**config.mk**
```make
export PLATFORM = sky130hd
export DESIGN_NAME = kmst_ctrl
export DESIGN_NICKNAME = d
export VERILOG_FILES = /design/src/sv/kmst_pkg.sv /design/src/sv/kmst_ctrl.sv
export SDC_FILE = /design/constraint.sdc
export NUM_CORES = 1
export LEC_CHECK = 0
export ABC_AREA = 0
export BUFFER_PORTS_ARGS = -buffer_cell sky130_fd_sc_hd__buf_4
export CORE_UTILIZATION = 40
export DETAILED_ROUTE_END_ITERATION = 10
export PLACE_DENSITY = 0.66
export REMOVE_ABC_BUFFERS = 1
export SLEW_MARGIN = 20
export SYNTH_ARGS = -nofsm -noshare
export SYNTH_HDL_FRONTEND = slang
export SYNTH_SLANG_ARGS = --single-unit
```
**constraint.sdc**
```tcl
create_clock -name clk_i -period 1.7 [get_ports clk_i]
set_input_delay 0.085 -clock clk_i [delete_from_list [all_inputs] [get_ports clk_i]]
set_output_delay 0.085 -clock clk_i [all_outputs]
set_load 0.02 [all_outputs]
```
**src/sv/kmst_pkg.sv**
```systemverilog
`timescale 1ns / 1ps
package kmst_pkg;

  localparam int MAX_VERTICES = 64;
  localparam int MAX_EDGES    = 256;

  localparam int VTX_W  = 6;
  localparam int WGT_W  = 16;
  localparam int TOT_W  = 22;
  localparam int VC_W   = 7;
  localparam int CNT_W  = $clog2(MAX_EDGES + 1);
  localparam int IDX_W  = (MAX_EDGES > 1) ? $clog2(MAX_EDGES) : 1;
  localparam int VID_W  = $clog2(MAX_VERTICES);
  localparam int RANK_W = 3;

  localparam logic [VC_W-1:0] VC_RESET = VC_W'(64);

  typedef struct packed {
    logic [VTX_W-1:0]        lo;
    logic [VTX_W-1:0]        hi;
    logic signed [WGT_W-1:0] w;
  } edge_t;

  typedef enum logic [4:0] {
    OP_NONE,
    OP_LOAD,
    OP_B_INIT,
    OP_B_LD,
    OP_S_LDW,
    OP_S_RD,
    OP_S_CMP,
    OP_X_INIT,
    OP_X_LD,
    OP_X_SW,
    OP_K_CLR,
    OP_K_NEXT,
    OP_K_EDGE,
    OP_F_RD,
    OP_F_CHK,
    OP_C_RD,
    OP_C_CHK,
    OP_J_CMP,
    OP_J_UN,
    OP_PUSH,
    OP_FIN,
    OP_DONE
  } op_e;

  typedef struct packed {
    op_e op;
  } cmd_t;

  typedef struct packed {
    logic n_small;
    logic bld_done;
    logic ext_done;
    logic sift_stop;
    logic ret_ext;
    logic clr_done;
    logic k_done;
    logic at_root;
    logic cmp_done;
    logic phase_hi;
    logic same_root;
    logic pend;
  } status_t;

endpackage

```
**src/sv/kmst_ctrl.sv**
```systemverilog
`timescale 1ns / 1ps
module kmst_ctrl (
  input  logic              clk_i,
  input  logic              rst_ni,
  input  logic              in_valid_i,
  input  logic              in_last_i,
  output logic              in_ready_o,
  input  logic              out_ready_i,
  output logic              out_valid_o,
  input  kmst_pkg::status_t st_i,
  output kmst_pkg::cmd_t    cmd_o
);

  localparam logic [4:0] S_IDLE   = 5'd0;
  localparam logic [4:0] S_BINIT  = 5'd1;
  localparam logic [4:0] S_BLD    = 5'd2;
  localparam logic [4:0] S_SLDW   = 5'd3;
  localparam logic [4:0] S_SRD    = 5'd4;
  localparam logic [4:0] S_SCMP   = 5'd5;
  localparam logic [4:0] S_XINIT  = 5'd6;
  localparam logic [4:0] S_XLD    = 5'd7;
  localparam logic [4:0] S_XSW    = 5'd8;
  localparam logic [4:0] S_KCLR   = 5'd9;
  localparam logic [4:0] S_KNEXT  = 5'd10;
  localparam logic [4:0] S_KEDGE  = 5'd11;
  localparam logic [4:0] S_FRD    = 5'd12;
  localparam logic [4:0] S_FCHK   = 5'd13;
  localparam logic [4:0] S_CRD    = 5'd14;
  localparam logic [4:0] S_CCHK   = 5'd15;
  localparam logic [4:0] S_JCMP   = 5'd16;
  localparam logic [4:0] S_JUN    = 5'd17;
  localparam logic [4:0] S_KPUSH  = 5'd18;
  localparam logic [4:0] S_FIN    = 5'd19;
  localparam logic [4:0] S_FOUT   = 5'd20;

  logic [4:0] state_q, state_d;

  always_comb begin
    state_d     = state_q;
    cmd_o.op    = kmst_pkg::OP_NONE;
    in_ready_o  = 1'b0;
    out_valid_o = 1'b0;
    unique case (state_q)
      S_IDLE: begin
        in_ready_o = 1'b1;
        if (in_valid_i) begin
          cmd_o.op = kmst_pkg::OP_LOAD;
          if (in_last_i) state_d = S_BINIT;
        end
      end
      S_BINIT: begin
        cmd_o.op = kmst_pkg::OP_B_INIT;
        state_d  = st_i.n_small ? S_KCLR : S_BLD;
      end
      S_BLD: begin
        if (st_i.bld_done) begin
          state_d = S_XINIT;
        end else begin
          cmd_o.op = kmst_pkg::OP_B_LD;
          state_d  = S_SLDW;
        end
      end
      S_SLDW: begin
        cmd_o.op = kmst_pkg::OP_S_LDW;
        state_d  = S_SRD;
      end
      S_SRD: begin
        cmd_o.op = kmst_pkg::OP_S_RD;
        state_d  = S_SCMP;
      end
      S_SCMP: begin
        cmd_o.op = kmst_pkg::OP_S_CMP;
        if (!st_i.sift_stop) state_d = S_SRD;
        else state_d = st_i.ret_ext ? S_XLD : S_BLD;
      end
      S_XINIT: begin
        cmd_o.op = kmst_pkg::OP_X_INIT;
        state_d  = S_XLD;
      end
      S_XLD: begin
        if (st_i.ext_done) begin
          state_d = S_KCLR;
        end else begin
          cmd_o.op = kmst_pkg::OP_X_LD;
          state_d  = S_XSW;
        end
      end
      S_XSW: begin
        cmd_o.op = kmst_pkg::OP_X_SW;
        state_d  = S_SRD;
      end
      S_KCLR: begin
        cmd_o.op = kmst_pkg::OP_K_CLR;
        if (st_i.clr_done) state_d = S_KNEXT;
      end
      S_KNEXT: begin
        if (st_i.k_done) begin
          state_d = S_FIN;
        end else begin
          cmd_o.op = kmst_pkg::OP_K_NEXT;
          state_d  = S_KEDGE;
        end
      end
      S_KEDGE: begin
        cmd_o.op = kmst_pkg::OP_K_EDGE;
        state_d  = S_FRD;
      end
      S_FRD: begin
        cmd_o.op = kmst_pkg::OP_F_RD;
        state_d  = S_FCHK;
      end
      S_FCHK: begin
        cmd_o.op = kmst_pkg::OP_F_CHK;
        state_d  = st_i.at_root ? S_CRD : S_FRD;
      end
      S_CRD: begin
        cmd_o.op = kmst_pkg::OP_C_RD;
        state_d  = S_CCHK;
      end
      S_CCHK: begin
        cmd_o.op = kmst_pkg::OP_C_CHK;
        if (!st_i.cmp_done) state_d = S_CRD;
        else state_d = st_i.phase_hi ? S_JCMP : S_FRD;
      end
      S_JCMP: begin
        cmd_o.op = kmst_pkg::OP_J_CMP;
        state_d  = st_i.same_root ? S_KNEXT : S_JUN;
      end
      S_JUN: begin
        cmd_o.op = kmst_pkg::OP_J_UN;
        state_d  = st_i.pend ? S_KPUSH : S_KNEXT;
      end
      S_KPUSH: begin
        out_valid_o = 1'b1;
        if (out_ready_i) begin
          cmd_o.op = kmst_pkg::OP_PUSH;
          state_d  = S_KNEXT;
        end
      end
      S_FIN: begin
        cmd_o.op = kmst_pkg::OP_FIN;
        state_d  = S_FOUT;
      end
      S_FOUT: begin
        out_valid_o = 1'b1;
        if (out_ready_i) begin
          cmd_o.op = kmst_pkg::OP_DONE;
          state_d  = S_IDLE;
        end
      end
      default: state_d = S_IDLE;
    endcase
  end

  always_ff @(posedge clk_i or negedge rst_ni) begin
    if (!rst_ni) state_q <= S_IDLE;
    else state_q <= state_d;
  end

endmodule

```
* Word level (Yosys, flattened, before mapping)
Index checks and enable logic that the tools add are counted.
Word-level totals: logic and storage cells 56, flip-flop bits (word level) 5
Cells by class: mux-type cells 26, equal/unequal tests 25, reductions and logical operators 4
Operator list (count):
- $pmux W5 S21 | 1
- $pmux W5 S20 | 1
- $mux W5 | 12
- $eq A5 B4 Y1 const B | 8
- $eq A5 B5 Y1 const B | 5
- $eq A5 B3 Y1 const B | 4
- $mux W4 | 3
- $eq A5 B2 Y1 const B | 2
- $ne A2 B2 Y1 const B | 5
- $mux W3 | 3
- $eq A5 B1 Y1 const B | 1
- $logic_not A5 Y1 | 1
- $reduce_and A5 Y1 | 1
- $mux W1 | 4
- $mux W2 | 2
- $reduce_or A2 Y1 | 2

* Longest topological paths before layout
Gate-level depths: netlist of run 1.
depth after elaboration 3, mapped depth 7

* Worst setup path before layout of run 1
No wires, ideal clock.
path type register to output, start point reg state_q[4], end point out cmd_o[1] in the netlist's numbering, stages on the path, launching flop included 6, slack 0.097 ns, path buffers 3, data required time 1.615 ns, arrival time 1.518 ns, path through dfrtp_1 buf_2 buf_2 buf_2 a21oi_1 o311ai_1
RTL lines:
- start: declaration | RTL line kmst_ctrl.sv:36 | logic [4:0] state_q, state_d;
- start signal: assignment | RTL line kmst_ctrl.sv:157 | else state_q <= state_d;
- end: declaration | RTL line kmst_ctrl.sv:11 | output kmst_pkg::cmd_t cmd_o

==> results of run 1 <==
[metrics by stage]
stage	instance area (um2)	setup TNS, ns	utilization [%]
2_1_floorplan	752	0	-
3_3_place_gp	1100	0	56.4
3_5_place_dp	1100	0	56.4
4_1_cts	1140	0	58.6
5_1_grt	1190	-0.0562	61.3
6_report	1190	0	61.3
[critical path, cell delays in order (launching register included)]
cell,delay (ns)
dfrtp_2,0.44
buf_4,0.15
buf_4,0.13
nor2_2,0.12
buf_4,0.14
a32oi_1,0.05
o22ai_1,0.13
buf_4,0.17
[layout make-up]
type / instances / area [um2] / share of cell area, %
Clock buffer: 4 / 26.3 / 2.21
Tap cell: 27 / 33.8 / 2.84
Inverter: 7 / 26.3 / 2.21
Multi-Input combinational cell: 105 / 619 / 52.1
Timing Repair Buffer: 42 / 355 / 29.9
Sequential cell: 5 / 129 / 10.8
[what timing repair did]
| action | CTS | global route |
|---|---|---|
| hold buffers | 1 | 0 |
| gates resized for setup | 4 | 5 |
| setup endpoints to repair | 3 | 4 |
| buffers inserted | 0 | 3 |
| pin swaps | 0 | 1 |
| hold endpoints to repair | 5 | 0 |
[cells in the mapped netlist (4+ instances only)]
library cell  instances
nor3_1                8
nor2_1               16
o21ai_0               8
buf_2                10
a21oi_1              11
inv_1                 6
dfrtp_1               5
nor2b_1               5
nand2_1              13
a31oi_1               4
[kinds of logic after synthesis]
logic type / count (synthesis)
XOR/XNOR: 2
AND/OR/NAND/NOR: 59
AO/OA/AOI/OAI: 44
flip-flops: 5
buffers and inverters: 20
[how the worst max path moves through the flow]
stage | cells after the start | to | slack, ns | from
2_1_floorplan | 3 | cmd_o[1] | 0.008 | state_q[2]
3_3_place_gp | 5 | state_q[3] | 0.06 | state_q[4]
3_5_place_dp | 5 | state_q[0] | 0.07 | state_q[0]
4_1_cts | 7 | cmd_o[0] | 0.006 | state_q[3]
5_1_grt | 7 | cmd_o[4] | -0.03 | state_q[3]
6_report | 7 | cmd_o[4] | 0.04 | state_q[3]
[power by group through the flow]
stage	Clock [mW]	Combinational, mW	Sequential, mW
6_report	0.135	1.54	0.243
5_1_grt	0.147	1.66	0.247
4_1_cts	0.137	1.39	0.256
3_5_place_dp	0	1.37	0.251
3_3_place_gp	0	1.36	0.248
2_1_floorplan	0	0.686	0.359
[per-layer routing]
layer / vias to the layer above / wire, um
met2: 69 / 1340
li1: 541 / -
met5: - / 0
met3: 4 / 230
met1: 528 / 1220
met4: 0 / 20
==> run_results.csv, run 1 <==
group,metric,value,unit
final_layout,fillCellCount,210,
logic_synthesis,synth_area_leader_cell,"dfrtp_1",
timing,tightest_slew,0.381,ns
floorplan,coreArea,1940,um2
grt,grt_usage,25.9,%
final_layout,final_nets,181,
final_layout,top_regs,"state_q (5)",
grt,grt_max_degree,29,
logic_synthesis,ys_warn_count,0,
logic_synthesis,synth-compound-area-share,35.2,%
logic_synthesis,synthSimpleGateAreaFrac,35.5,%
critical_path,worst-path-max-fanout,6,
grt,grt_util_met3,3.46,%
pwr,power.share.sequential,12.7,%
timing,max_clock_freq,601,MHz
grt,use_met2,39.7,%
pwr,swShare,49.7,%
final_layout,layout-drive-gt1-share,35.0,%
grt,use_met1,38.2,%
clocking,cts-buffers-inserted,3,
detailed_routing,wl_per_cell,14.8,um
critical_path,crit_type,"reg2out",
critical_path,reg2reg_depth,7,
floorplan,rows,16,
pwr,combPwrFrac,80.3,%
clocking,cts.sinks,5,
final_layout,largest_register_ffs,5,
timing,relSlewSlack,74.5,%
critical_path,critPathLaunchType,"register",
detailed_routing,drtIter0Drc,51,
pwr,power_switching,0.954,mW
place,place_ws,0.0718,ns
detailed_routing,dr.pass1.iters,4,
logic_synthesis,synth-async-reset-ratio,100,%
pwr,clkPwrFrac,7.1,%
pwr,peakVddDrop,0.868,mV
min_path,hold-path-endpoint,"state_q[4]",
logic_synthesis,synth_top_family_by_area,"simple AND/OR/NAND/NOR gates",
place,io_buffers,23,
run_status,status,"completed",
clocking,cts-htree-levels,1,
timing,timing.hold.ws,0.154,ns
clocking,cts.clk_slew.worst_paths,0.04,ns
place,dp_hpwl,2.07,mm
clocking,cts_tree,"done",
place,dp.cells,182,
timing,fin_skew,0.00219,ns
logic_synthesis,muxShareOfSynthArea,0,%
detailed_routing,ant_nets,0,
final_layout,area_growth,44.3,%
timing,post-route-period-util,97.9,%
critical_path,worstReg2RegStart,"state_q[3]",
grt,grt_overflow_total,0,
final_layout,mostFrequentLayoutCells,"38 x buf_4, 15 x nor2_1, 12 x nand2_1",
final_layout,fin_cells,190,
grt,grt_pass1_vias,918,
pwr,intPower,0.965,mW
clocking,cts.path.max_buffers,2,
pwr,p_leak,0.518,nW
logic_synthesis,syn_avg_cell_area,6.34,um2
logic_synthesis,synth_area,825,um2
min_path,min_from,"st_i[0]",
detailed_routing,vias,1142,
timing,setup_viol,0,
floorplan,die-area,2250,um2
floorplan,fp.dieW,47.4,um
logic_synthesis,synthFlopType,"dfrtp_1",
final_layout,diodes,0,
pwr,finalPower,1.92,mW
place,place_congestion,0.986,
timing,min_period,1.66,ns
final_layout,final_common_cell,"buf_4",
pwr,power_density,1610,nW/um2
timing,final_hold_viol_count,0,
critical_path,cp_data_arrival_time,1.58,ns
logic_synthesis,synth_edf_count,0,
timing,slew_viol_final,0,
logic_synthesis,ys_seq_elements,5,
critical_path,r2r_slack,0.04,ns
grt,grt_pass1_wl,4.18,mm
detailed_routing,drcViolationCount,0,
timing,layout_setup_ws,0.0353,ns
timing,rsz0062_at_grt,"true",
floorplan,start_util,42.5,%
critical_path,critPathCaptureType,"primary output",
final_layout,top_register,"state_q",
logic_synthesis,yosys.area.top_type_share,15.2,%
min_path,min-delay-path-class,"in2reg",
floorplan,ioPinCount,24,
logic_synthesis,ys_seq_area_share,15.2,%
detailed_routing,viasPerCell,6.01,
logic_synthesis,synth_area_leaders,"dfrtp_1 15%, nor2_1 7.3%, a21oi_1 6.7%, buf_2 6.1%, nand2_1 5.9%",
logic_synthesis,synth-adder-area-share,0,%
grt,grt_busiest_layer,"met2",
logic_synthesis,synthCells,130,
grt,antenna_found_initial,0,
logic_synthesis,ys_types,41,
min_path,hold_depth,3,
detailed_routing,finalWirelength,2.81,mm
critical_path,r2r-end,"state_q[0]",
clocking,clock_latency,0.24,ns
floorplan,die_h,47.4,um
critical_path,crit_required,1.62,ns
job,max_cap_violations,0,
logic_synthesis,synth-xor-area-share,2.12,%
clocking,cts-root-buf,"clkbuf_4",
Power figures use the tool's default switching activity.
==> run 2, diff against run 1 <==
==> constraint.sdc (replaced) <==
create_clock -name clk_i -period 1.7 [get_ports clk_i]
set_input_delay 0.17 -clock clk_i [delete_from_list [all_inputs] [get_ports clk_i]]
set_output_delay 0.17 -clock clk_i [all_outputs]
set_load 0.02 [all_outputs]
==> run_results.csv, run 2 (synthesis results as in run 1) <==
group,metric,value,unit
final_layout,final_nets,198,
floorplan,coreArea,1940,um2
timing,timing.hold.ws,0.220,ns
detailed_routing,dr.pass1.iters,4,
timing,tightest_slew,0.319,ns
critical_path,cp_data_arrival_time,1.55,ns
critical_path,critPathLaunchType,"register",
final_layout,area_growth,70.9,%
timing,rsz0062_at_grt,"true",
clocking,cts.sinks,5,
timing,final_hold_viol_count,0,
run_status,violations,"setup timing",
detailed_routing,finalWirelength,3.46,mm
final_layout,diodes,0,
timing,max_clock_freq,583,MHz
critical_path,critPathCaptureType,"primary output",
pwr,power_density,1710,nW/um2
floorplan,start_util,42.5,%
final_layout,top_register,"state_q",
floorplan,ioPinCount,24,
place,place_ws,0.0652,ns
floorplan,die_h,47.4,um
grt,grt_max_degree,15,
detailed_routing,drtIter0Drc,54,
clocking,cts-root-buf,"clkbuf_4",
final_layout,largest_register_ffs,5,
final_layout,mostFrequentLayoutCells,"48 x buf_4, 12 x nor2_1, 10 x a21oi_1",
critical_path,crit_type,"reg2out",
floorplan,rows,16,
clocking,cts_tree,"done",
pwr,finalPower,2.41,mW
grt,antenna_found_initial,0,
timing,setup_viol,1,
critical_path,critical_path.top_delay_family,"flip-flops",
critical_path,cp_slowest_cell,"dfrtp_2",
timing,post-route-period-util,101,%
critical_path,path_buf_inv,2,
timing,fin_skew,0.00250,ns
final_layout,top_regs,"state_q (5)",
critical_path,worst-path-max-fanout,8,
detailed_routing,wl_per_cell,16.7,um
place,io_buffers,23,
clocking,cts.path.max_buffers,2,
clocking,clock_latency,0.24,ns
timing,setup-tns-final,-0.0159,ns
place,place_congestion,0.888,
grt,grt_pass1_vias,1017,
clocking,cts-buffers-inserted,3,
grt,grt_usage,27.5,%
grt,grt_pass1_wl,4.48,mm
detailed_routing,ant_nets,0,
clocking,cts.clk_slew.worst_paths,0.04,ns
timing,layout_setup_ws,-0.0159,ns
final_layout,final_common_cell,"buf_4",
timing,min_period,1.72,ns
critical_path,crit_required,1.53,ns
detailed_routing,vias,1231,
timing,slew_viol_final,0,
grt,grt_overflow_total,0,
final_layout,fin_util,72.6,%
floorplan,fp.dieW,47.4,um
job,max_cap_violations,0,
place,dp_hpwl,2.13,mm
final_layout,fillCellCount,172,
floorplan,die-area,2250,um2
final_layout,layout-drive-gt1-share,48.9,%
min_path,min-delay-path-class,"in2reg",
detailed_routing,viasPerCell,5.95,
clocking,cts-htree-levels,1,
timing,relSlewSlack,78.7,%
run_status,status,"finished with violations",
detailed_routing,drcViolationCount,0,
pwr,p_leak,0.618,nW
pwr,peakVddDrop,1.12,mV
critical_path,path_cells,"buf_6, nor2_2, nor2_1, o22ai_1, nand3b_1, a21oi_2, buf_4",
critical_path,cpPeakStageDelay,0.47,ns
-- run 2: cell types whose count changed in the layout (fill, tap and decap cells not counted), sizes merged --
cell / previous run / this run
buf: 41 / 57
clkbuf: 4 / 5
-- run 2: what timing repair did --
action                                 CTS  global route
hold buffers                             1             0
gates resized for setup                  5            38
setup endpoints to repair                5             9
pin swaps                                0            11
buffers inserted                         8            11
endpoints found under the hold margin    5             0
cloned                                   0             1
-- run 2: final timing paths --
kind	startpoint	end	slack [ns]	depth (start not counted)
min in group asynchronous	rst_ni	state_q[3]	0.27	2
max in group asynchronous	rst_ni	state_q[0]	1.31	2
setup reg to reg	state_q[0]	state_q[0]	0.01	7
hold / removal	st_i[0]	state_q[4]	0.22	3
setup / recovery	state_q[3]	cmd_o[0]	-0.02	7
hold reg to reg	state_q[4]	state_q[3]	0.78	3
-- run 2: power breakdown --
group / total (mW) / switching, mW / internal, mW
Clock: 0.133 / 0.0446 / 0.0885
Sequential: 0.254 / 0.0804 / 0.174
Combinational: 2.03 / 1.03 / 0.994
-- run 2: metrics by stage --
stage	cell area, um2	instances
finish	1410	207
CTS	1170	195
global route	1410	207
global placement	1070	182
detailed placement	1070	182
floorplan	752	117
-- run 2: tightest hold or removal path: stages --
cell	delay, ns
buf_4	0.09
nand3_1	0.06
o211ai_1	0.09
-- run 2: final cells by class --
class	count	area [um2]	area share, %
clock buffers	4	26.3	1.87
repair buffers	59	500	35.5
well taps	27	33.8	2.40
flip-flops and latches	5	130	9.24
multi-input cells	105	692	49.1
inverters	7	26.3	1.87
-- run 2: per-layer routing --
layer | vias to the layer above | routed length [um] | GRT usage, %
li1 | 578 | - | -
met5 | - | 0 | 0
met3 | 8 | 252 | 3.46
met2 | 64 | 1730 | 44.9
met4 | 0 | 53 | 6.86
met1 | 581 | 1420 | 38.0
